<file path="src/rtl/tdf_pkg.sv">
`timescale 1ns / 1ps
// ----------------------------------------------------------------------------
// Trial division factorizer package
// Shared constants for the factorizer and its bit-serial divider.
// ----------------------------------------------------------------------------
package tdf_pkg;

  localparam int NUMBER_BITS = 31;
  localparam int EXP_BITS    = 5;
  localparam int MAX_RESULTS = 9;
  localparam int RES_BITS    = $clog2(MAX_RESULTS + 1);

  localparam logic [EXP_BITS-1:0] EXP_MAX = '1;

endpackage

</file>
<file path="src/rtl/tdf_div.sv">
`timescale 1ns / 1ps
// ----------------------------------------------------------------------------
// Bit-serial restoring divider
// Produces one quotient bit per cycle; quotient and remainder are held
// until the next start.
// ----------------------------------------------------------------------------
module tdf_div #(
  parameter int WIDTH = tdf_pkg::NUMBER_BITS
) (
  input  logic             clk,
  input  logic             rst_n,
  input  logic             start,
  input  logic [WIDTH-1:0] dividend,
  input  logic [WIDTH-1:0] divisor,
  output logic             done,
  output logic [WIDTH-1:0] quot,
  output logic [WIDTH-1:0] rem
);

  localparam int CNT_BITS = $clog2(WIDTH + 1);

  logic [WIDTH-1:0]    quo_r, quo_nxt;
  logic [WIDTH-1:0]    rem_r, rem_nxt;
  logic [WIDTH-1:0]    div_r;
  logic [CNT_BITS-1:0] cnt_r, cnt_nxt;
  logic                busy_r, busy_nxt;
  logic                done_r, done_nxt;
  logic [WIDTH:0]      trial;
  logic                ge;

  assign trial = {rem_r, quo_r[WIDTH-1]};
  assign ge    = (trial >= {1'b0, div_r});

  always_comb begin
    quo_nxt  = quo_r;
    rem_nxt  = rem_r;
    cnt_nxt  = cnt_r;
    busy_nxt = busy_r;
    done_nxt = 1'b0;
    if (start) begin
      quo_nxt  = dividend;
      rem_nxt  = '0;
      cnt_nxt  = CNT_BITS'(WIDTH);
      busy_nxt = 1'b1;
    end else if (busy_r) begin
      quo_nxt = {quo_r[WIDTH-2:0], ge};
      rem_nxt = ge ? WIDTH'(trial - {1'b0, div_r}) : WIDTH'(trial);
      cnt_nxt = cnt_r - 1'b1;
      if (cnt_r == CNT_BITS'(1)) begin
        busy_nxt = 1'b0;
        done_nxt = 1'b1;
      end
    end
  end

  always_ff @(posedge clk) begin
    if (!rst_n) begin
      busy_r <= 1'b0;
      done_r <= 1'b0;
      cnt_r  <= '0;
    end else begin
      busy_r <= busy_nxt;
      done_r <= done_nxt;
      cnt_r  <= cnt_nxt;
    end
    quo_r <= quo_nxt;
    rem_r <= rem_nxt;
    if (start) begin
      div_r <= divisor;
    end
  end

  assign done = done_r;
  assign quot = quo_r;
  assign rem  = rem_r;

endmodule

</file>
<file path="src/rtl/trial_division_factorizer.sv">
`timescale 1ns / 1ps
// ----------------------------------------------------------------------------
// Trial division factorizer
// Splits an integer into primes by trial division and emits one word per
// distinct prime in ascending order, with its exponent (at most MAX_RESULTS).
// ----------------------------------------------------------------------------
// Zero and one give a single word with exponent zero. Each trial division runs
// through the bit-serial divider, and every repeated division while a factor
// is stripped runs through it again. The worst case is a prime close to 2^31,
// which tries every odd divisor up to its square root; the largest power of
// two needs a single division. One item is in work at a time.
// Reset clears the control state; no clearing pass is needed.
module trial_division_factorizer #(
  parameter int NUMBER_BITS = tdf_pkg::NUMBER_BITS
) (
  input  logic                           clk,
  input  logic                           rst_n,
  input  logic                           in_tvalid,
  output logic                           in_tready,
  input  logic [((NUMBER_BITS+7)/8)*8-1:0] in_tdata,   // number
  output logic                           out_tvalid,
  input  logic                           out_tready,
  output logic [((NUMBER_BITS+tdf_pkg::EXP_BITS+7)/8)*8-1:0] out_tdata, // prime, exponent
  output logic                           out_tlast
);

  localparam int NB = NUMBER_BITS;
  localparam int EB = tdf_pkg::EXP_BITS;
  localparam int KB = tdf_pkg::RES_BITS;

  localparam logic [KB-1:0] K_LAST = KB'(tdf_pkg::MAX_RESULTS - 1);

  typedef enum logic [5:0] {
    S_IDLE  = 6'b000001,
    S_TWOS  = 6'b000010,
    S_START = 6'b000100,
    S_WAIT  = 6'b001000,
    S_CHECK = 6'b010000,
    S_FLUSH = 6'b100000
  } state_t;

  state_t        state_r, state_nxt;
  logic [NB-1:0] n_r, n_nxt;
  logic [NB-1:0] d_r, d_nxt;
  logic [EB-1:0] cnt_r, cnt_nxt, cnt_inc;
  logic [KB-1:0] k_r, k_nxt;
  logic          first_r, first_nxt;
  logic          tail_r, tail_nxt;
  logic [NB-1:0] pend_prime_r, pend_prime_nxt;
  logic [EB-1:0] pend_exp_r, pend_exp_nxt;
  logic          pend_v_r, pend_v_nxt;
  logic          out_valid_r, out_valid_nxt;
  logic [NB-1:0] out_prime_r, out_prime_nxt;
  logic [EB-1:0] out_exp_r, out_exp_nxt;
  logic          out_last_r, out_last_nxt;

  logic [NB-1:0] in_num;
  logic          in_fire;
  logic          out_free;
  logic          prod_ok;
  logic          prod_fire;
  logic [NB-1:0] prod_prime;
  logic [EB-1:0] prod_exp;
  logic          div_start;
  logic          div_done;
  logic [NB-1:0] div_quot;
  logic [NB-1:0] div_rem;

  tdf_div #(
    .WIDTH (NB)
  ) u_div (
    .clk      (clk),
    .rst_n    (rst_n),
    .start    (div_start),
    .dividend (n_r),
    .divisor  (d_r),
    .done     (div_done),
    .quot     (div_quot),
    .rem      (div_rem)
  );

  assign in_num    = in_tdata[NB-1:0];
  assign in_tready = (state_r == S_IDLE);
  assign in_fire   = in_tvalid && in_tready;
  assign out_free  = !out_valid_r || out_tready;
  assign prod_ok   = !pend_v_r || out_free;
  assign cnt_inc   = (cnt_r == tdf_pkg::EXP_MAX) ? cnt_r : cnt_r + 1'b1;

  always_comb begin
    state_nxt      = state_r;
    n_nxt          = n_r;
    d_nxt          = d_r;
    cnt_nxt        = cnt_r;
    k_nxt          = k_r;
    first_nxt      = first_r;
    tail_nxt       = tail_r;
    pend_prime_nxt = pend_prime_r;
    pend_exp_nxt   = pend_exp_r;
    pend_v_nxt     = pend_v_r;
    out_valid_nxt  = out_valid_r && !out_tready;
    out_prime_nxt  = out_prime_r;
    out_exp_nxt    = out_exp_r;
    out_last_nxt   = out_last_r;
    div_start      = 1'b0;
    prod_fire      = 1'b0;
    prod_prime     = d_r;
    prod_exp       = cnt_r;

    case (state_r)
      S_IDLE: begin
        if (in_fire) begin
          n_nxt    = in_num;
          cnt_nxt  = '0;
          k_nxt    = '0;
          tail_nxt = 1'b0;
          if (in_num[NB-1:1] == '0) begin
            pend_prime_nxt = in_num;
            pend_exp_nxt   = '0;
            pend_v_nxt     = 1'b1;
            state_nxt      = S_FLUSH;
          end else begin
            state_nxt = S_TWOS;
          end
        end
      end
      S_TWOS: begin
        prod_prime = NB'(2);
        if (!n_r[0]) begin
          n_nxt   = n_r >> 1;
          cnt_nxt = cnt_inc;
        end else if (cnt_r == '0 || prod_ok) begin
          prod_fire = (cnt_r != '0);
          d_nxt     = NB'(3);
          cnt_nxt   = '0;
          first_nxt = 1'b1;
          state_nxt = (prod_fire && k_r == K_LAST) ? S_FLUSH : S_START;
        end
      end
      S_START: begin
        div_start = 1'b1;
        state_nxt = S_WAIT;
      end
      S_WAIT: begin
        if (div_done) begin
          state_nxt = S_CHECK;
        end
      end
      S_CHECK: begin
        if (tail_r) begin
          prod_prime = n_r;
          prod_exp   = EB'(1);
          if (n_r[NB-1:1] == '0) begin
            state_nxt = S_FLUSH;
          end else if (prod_ok) begin
            prod_fire = 1'b1;
            state_nxt = S_FLUSH;
          end
        end else if (first_r && d_r > div_quot) begin
          tail_nxt = 1'b1;
        end else if (div_rem == '0) begin
          n_nxt     = div_quot;
          cnt_nxt   = cnt_inc;
          first_nxt = 1'b0;
          state_nxt = S_START;
        end else if (cnt_r == '0 || prod_ok) begin
          prod_fire = (cnt_r != '0);
          d_nxt     = d_r + NB'(2);
          cnt_nxt   = '0;
          first_nxt = 1'b1;
          state_nxt = (prod_fire && k_r == K_LAST) ? S_FLUSH : S_START;
        end
      end
      S_FLUSH: begin
        if (out_free) begin
          out_valid_nxt = 1'b1;
          out_prime_nxt = pend_prime_r;
          out_exp_nxt   = pend_exp_r;
          out_last_nxt  = 1'b1;
          pend_v_nxt    = 1'b0;
          state_nxt     = S_IDLE;
        end
      end
      default: begin
        state_nxt = S_IDLE;
      end
    endcase

    if (prod_fire) begin
      if (pend_v_r) begin
        out_valid_nxt = 1'b1;
        out_prime_nxt = pend_prime_r;
        out_exp_nxt   = pend_exp_r;
        out_last_nxt  = 1'b0;
      end
      pend_prime_nxt = prod_prime;
      pend_exp_nxt   = prod_exp;
      pend_v_nxt     = 1'b1;
      k_nxt          = k_r + 1'b1;
    end
  end

  always_ff @(posedge clk) begin
    if (!rst_n) begin
      state_r     <= S_IDLE;
      pend_v_r    <= 1'b0;
      out_valid_r <= 1'b0;
      k_r         <= '0;
      cnt_r       <= '0;
      first_r     <= 1'b0;
      tail_r      <= 1'b0;
    end else begin
      state_r     <= state_nxt;
      pend_v_r    <= pend_v_nxt;
      out_valid_r <= out_valid_nxt;
      k_r         <= k_nxt;
      cnt_r       <= cnt_nxt;
      first_r     <= first_nxt;
      tail_r      <= tail_nxt;
    end
    n_r          <= n_nxt;
    d_r          <= d_nxt;
    pend_prime_r <= pend_prime_nxt;
    pend_exp_r   <= pend_exp_nxt;
    out_prime_r  <= out_prime_nxt;
    out_exp_r    <= out_exp_nxt;
    out_last_r   <= out_last_nxt;
  end

  always_comb begin
    out_tdata           = '0;
    out_tdata[NB-1:0]   = out_prime_r;
    out_tdata[NB+EB-1:NB] = out_exp_r;
  end

  assign out_tvalid = out_valid_r;
  assign out_tlast  = out_last_r;

`ifndef NO_ASSERTIONS
  a_idle_no_pending: assert property (@(posedge clk) disable iff (!rst_n)
    state_r == S_IDLE |-> !pend_v_r)
    else $error("pending result left over in idle");

  a_flush_has_pending: assert property (@(posedge clk) disable iff (!rst_n)
    state_r == S_FLUSH |-> pend_v_r)
    else $error("flush without a pending result");

  a_count_bound: assert property (@(posedge clk) disable iff (!rst_n)
    k_r <= KB'(tdf_pkg::MAX_RESULTS))
    else $error("result count beyond limit");

  a_odd_divisor: assert property (@(posedge clk) disable iff (!rst_n)
    state_r == S_START |-> d_r[0])
    else $error("even trial divisor");

  a_div_done: assert property (@(posedge clk) disable iff (!rst_n)
    div_done |-> state_r == S_WAIT)
    else $error("divider finished outside of wait");
`endif

endmodule

</file>
<file path="config.mk">
export PLATFORM = sky130hd
export DESIGN_NAME = trial_division_factorizer
export DESIGN_NICKNAME = d
export VERILOG_FILES = /design/src/rtl/tdf_pkg.sv /design/src/rtl/tdf_div.sv /design/src/rtl/trial_division_factorizer.sv
export SDC_FILE = /design/constraint.sdc
export NUM_CORES = 1
export LEC_CHECK = 0
export ABC_CLOCK_PERIOD_IN_PS = 5780
export BUFFER_PORTS_ARGS = -buffer_cell sky130_fd_sc_hd__buf_2
export CAP_MARGIN = 20
export CORE_MARGIN = 1
export CORE_UTILIZATION = 56
export DETAILED_ROUTE_END_ITERATION = 12
export GPL_ROUTABILITY_DRIVEN = 0
export GPL_TIMING_DRIVEN = 0
export PLACE_DENSITY_LB_ADDON = 0.25
export SYNTH_ARGS = -nofsm -noshare
export SYNTH_HDL_FRONTEND = slang
export SYNTH_SLANG_ARGS = --single-unit
export TNS_END_PERCENT = 20
</file>
<file path="constraint.sdc">
create_clock -name clk -period 5.78 [get_ports clk]
set_input_delay 1.734 -clock clk [delete_from_list [all_inputs] [get_ports clk]]
set_output_delay 1.734 -clock clk [all_outputs]
set_load 0.005 [all_outputs]
</file>
* Word level (Yosys, flattened, before mapping)
Cells that the tools add are included.
Storage, ports and cells: register bits after elaboration 254, bits in latches 0, memory bits (writable) 0, bits in read-only memories 0, input bits 36, output and inout port bits 43, logic and storage cells 187, memories 0
Cells by class: add/sub/neg operators 5, multiply operators 0, div/mod/pow operators 0, magnitude comparators 2, eq/ne operators 25, shift-type cells 0, muxes and demuxes 98, bitwise operators 2, reductions and logical operators 34
Operators by type and width (number):
- $mux W31 | 23
- $pmux W31 S2 | 2
- $mux W5 | 19
- $pmux W31 S3 | 1
- $mux W6 | 12
- $logic_not A30 Y1 | 2
- $pmux W6 S6 | 1
- $ge A32 B31 Y1 | 1
- $mux W1 | 32
- $add A31 B2 Y31 const B | 1
- $gt A31 B31 Y1 | 1
- $logic_not A31 Y1 | 1
- $sub A31 B31 Y31 | 1
- $ne A2 B2 Y1 const B | 9
- $pmux W5 S3 | 1
- $mux W4 | 3
- $reduce_and A4 Y1 | 3
- $reduce_and A6 Y1 | 2
- $reduce_bool A2 Y1 | 6
- $pmux W1 S2 | 4
- $reduce_and A7 Y1 | 1
- $eq A6 B1 Y1 const B | 1
- $eq A6 B2 Y1 const B | 1
- $eq A6 B3 Y1 const B | 1
- 24 further kinds | 37

* Depth between registers and ports, before layout
depth in word-level cells 11, gate-level depth with buffers 14

* Cells and area by module
Synthesis repeated with hierarchy kept, for this count alone.
Second synthesis, totals: cell total of the unflattened synthesis 1334, area total of the unflattened synthesis 14102.3 sq um
Modules (own cells, without submodules):
- trial_division_factorizer | times used 1, cells an instance 777, area each 8463.1 sq um, seq. area each 4033.9 sq um
- tdf_div | times used 1, cells an instance 557, area each 5639.2 sq um, seq. area each 2622.5 sq um

* Worst setup path after synthesis
OpenSTA, ideal clock, no wires.
path type input -> register, start point input in_tdata[25], end point register pend_exp_r[0] (enable), setup time 0.479 ns, arrival 5.141 ns, setup slack 0.160 ns, stages 4, cell sequence or4_1 nor3_1 nand4b_1 o21ai_0
On the way: longest elaborated chain between the ends 3
RTL lines:
- start: declaration | RTL line trial_division_factorizer.sv:20 | input logic [((NUMBER_BITS+7)/8)*8-1:0] in_tdata,
- $logic_not A30 Y1 | RTL line trial_division_factorizer.sv:116 | if (in_num[NB-1:1] == '0) begin
- $reduce_bool A2 Y1 (no source line)
- $reduce_and A3 Y1 (no source line)
- end signal: assignment | RTL line trial_division_factorizer.sv:223 | pend_exp_r <= pend_exp_nxt;
- end: declaration | RTL line trial_division_factorizer.sv:50 | logic [EB-1:0] pend_exp_r, pend_exp_nxt;
Every way passes these cells. A chain may end at the register's enable or synchronous reset.

* Final worst setup path
start point register d_r[13], end point register pend_prime_r[8] (enable)
On the way: longest elaborated chain between the ends 7, elaborated cells between the ends (all ways) 9, classes of those cells 1 x order compare; 3 x mux; 5 x reduce/logical
RTL lines:
- start: declaration | RTL line trial_division_factorizer.sv:44 | logic [NB-1:0] d_r, d_nxt;
- start signal: assignment | RTL line trial_division_factorizer.sv:221 | d_r <= d_nxt;
- $gt A31 B31 Y1 (*) | RTL line trial_division_factorizer.sv:158 | end else if (first_r && d_r > div_quot) begin
- $logic_and A1 B1 Y1 (*) | RTL line trial_division_factorizer.sv:158
- $mux W1 (*) | RTL line trial_division_factorizer.sv:158
- $mux W1 (*) | RTL line trial_division_factorizer.sv:149 | if (tail_r) begin
- $pmux W1 S2 (*) | RTL line trial_division_factorizer.sv:109 | case (state_r)
- $reduce_bool A2 Y1 (no source line)
- $reduce_and A3 Y1 (no source line) (*)
- end signal: assignment | RTL line trial_division_factorizer.sv:222 | pend_prime_r <= pend_prime_nxt;
- end: declaration | RTL line trial_division_factorizer.sv:49 | logic [NB-1:0] pend_prime_r, pend_prime_nxt;
Mark *: on every way between the ends. The rest lies on a longest branch, timed or not.

==> results_dict.tcl <==
set metrics [dict create \
    grt_pass1_wl_um 57200 \
    grt_max_degree 40 \
    first_pass_iters 11 \
    postCtsSetupBuffers 0 \
    drtIter0Drc 1665 \
    grt_pass1_vias 10600 \
    skew_ns 0.0228 \
    async_flop_share_pct 0 \
    hold_path_depth 2 \
    worstReg2RegEnd "pend_prime_r[8]" \
    synth-seq-cells 252 \
    synth_top_flop_cell "edfxtp_1" \
    cap_violations 0 \
    wirelength_um 37500 \
    hold_buffers 0 \
    critPathLaunch "d_r[13]" \
    whs_ns 0.451 \
    hold_viol 0 \
    setup_viol 0 \
    critPathMaxFanout 32 \
    antenna_cells_inserted 0 \
    synth_area_um2 13600 \
    numCtsBuffers 28 \
    fin_crit_sh_pct 70.1 \
    die_w_um 158 \
    worstSetupPathType "reg2reg" \
    max_slew.worst_pin.slew_ns 0.958 \
    min_path_type "reg2reg" \
    rr_worst_depth 11 \
    fin_util_pct 65.1 \
    synth_cells 1346 \
    p_leak_uw 0.00615 \
    vdd_drop_max_mv 0.225 \
    synth_cell_types 85 \
    synthTopCellsByArea "edfxtp_1 (35%), dfxtp_1 (14%), ha_1 (6.3%)" \
    drc_errors 0 \
    hold_start "out_tlast" \
    rsz0062_at_grt "false" \
    cp-start-kind "flop" \
    path_clk_slew_ns 0.06 \
    antenna_found_initial 1 \
    die_h_um 158 \
    status "complete, no violations" \
    cts_max_path_buffers 3 \
    overflow 0 \
    r2r_setup_slack_ns 1.73 \
    synth_edf_count 158 \
    ys_seq_area_share_pct 48.7 \
    synth.most_common_cell "edfxtp_1" \
    design.die.area_um2 24900 \
    cp.required_ns 6.07 \
    fin_nets 1560 \
    cts_sinks 252 \
    yosysTopAreaCell "edfxtp_1" \
    r2r-start "d_r[13]" \
    ys_warn_count 0 \
    yosys-top-cells-count "edfxtp_1 (158), nand2_1 (138), inv_1 (112)" \
    endpoint_kind "flop" \
    p_per_area_nw_per_um2 379 \
    crit_end "pend_prime_r[8]" \
    io_pins 79 \
    arrival_ns 4.34 \
    start_util_pct 57.6 \
    num_vias 11300 \
    synth_top_cell_area_share_pct 34.9 \
    ant_nets 0 \
    area_growth_syn_to_layout_pct 13.2 \
    relSlewSlack_pct 36.0 \
    wl_per_cell_um 20.9 \
    fin_crit_ns 4.05 \
    vias_per_cell 6.30 \
    core_um2 23600 \
    drive_above_1_share_pct 13.3 \
    rows 56 \
    cts_max_level 1 \
    slew_violations 0 \
    cts_root_buf "clkbuf_16" \
    fmax_mhz 247 \
    track_usage_pct 30.1 \
    cts_tree "built" \
    fill_cells 1897 \
    io_buffers 73 \
    synth_area_per_cell_um2 10.1 \
    cts_resized 0 \
    post-dp-hpwl_um 27500 \
    clk_latency_ns 0.56 \
]
==> report_power, final <==
part	total, uW	switching [uW]	internal (uW)
clock	1780	739	1040
combinational	1450	893	554
sequential	2600	346	2250
total	5820	1980	3850
==> flip-flops by register name, indices dropped and copies added, names as in the netlist, 4 cells and up <==
signal and count:
cnt_r 5, d_r 30, k_r 4, n_r 31
out_exp_r 5, out_prime_r 31, pend_exp_r 5, pend_prime_r 31
state_r 6, u_div.cnt_r 5, u_div.div_r 30, u_div.quot 31
u_div.rem 31
==> placed cells by master, fill, tap and decap left out, drive strengths merged, types with 4 or more instances in the layout <==
| master | instances |
|---|---|
| o31ai | 9 |
| clkbuf | 72 |
| and2 | 6 |
| a222oi | 29 |
| inv | 113 |
| edfxtp | 158 |
| a31oi | 9 |
| o21a | 8 |
| a211oi | 19 |
| nand3 | 31 |
| nand2 | 138 |
| o211ai | 6 |
| ha | 68 |
| o21ai | 113 |
| mux2 | 36 |
| clkinv | 8 |
| and3 | 23 |
| nor2 | 101 |
| or3 | 4 |
| nor3 | 13 |
| a221oi | 4 |
| buf | 101 |
| a22o | 4 |
| mux2i | 33 |
| nor3b | 4 |
| nor4 | 25 |
| nor2b | 9 |
| a21o | 12 |
| a22oi | 23 |
| o22ai | 4 |
| xor2 | 24 |
| xnor2 | 32 |
| a21oi | 74 |
| conb | 4 |
| dfxtp | 94 |
| nand4 | 17 |
==> metrics by stage <==
step           TNS [ns]  cell area [um^2]  power, uW  instances  setup slack [ns]
2_1_floorplan         0             13600       3530       1349             0.160
3_3_place_gp     -56.48             14400       3960       1741             -1.17
3_5_place_dp          0             14500       4020       1744              1.51
4_1_cts               0             15400       5780       1796              1.81
5_1_grt               0             15400       6060       1796              1.35
6_report              0             15400       5820       1796              1.73
==> per-layer routing <==
layer	vias to the layer above	global-route usage, %	part of all wire (%)
li1	5167	-	-
met1	5401	41.1	40
met2	650	48.3	47
met3	103	5.80	11
met4	2	8.92	2.8
met5	-	0	0.024
==> critical path: stages (launching register included) <==
cell and delay, ns:
edfxtp_1 0.52, ha_1 0.40, nand4_1 0.13, nor3_1 0.28, o221ai_1 0.19, a21oi_1 0.36, o21ai_0 0.33, a21oi_2 0.54
buf_2 0.35, buf_2 0.33, o21ai_4 0.14, buf_12 0.20
==> final cells by class <==
class	instances	area, um^2	area share, %
Inverter	113	424	2.76
Timing Repair Buffer	76	428	2.78
Clock inverter	12	133	0.862
Sequential cell	252	6630	43.1
Tap cell	319	399	2.59
Multi-Input combinational cell	925	6230	40.5
Buffer	59	362	2.35
Clock buffer	40	786	5.11
==> worst min path at each step <==
stage and end:
3_5_place_dp out_tlast, 6_report out_tlast, 4_1_cts out_tlast, 5_1_grt out_prime_r[22]
3_3_place_gp out_tlast, 2_1_floorplan out_prime_r[19]
==> kinds of logic (layout without fill, tap and decap cells) <==
logic type	Yosys count	count (layout)	share of synthesized area (%)
buffers and inverters	172	300	5.77
AOI/OAI and AO/OA	340	340	16.6
muxes	69	69	5.41
xor gates and xnor gates	56	56	3.61
adders and majority gates	69	69	6.41
DFF	252	252	48.7
other	1	4	0.0276
and+or+nand+nor	387	387	13.4
(Power assumes the default switching activity.)
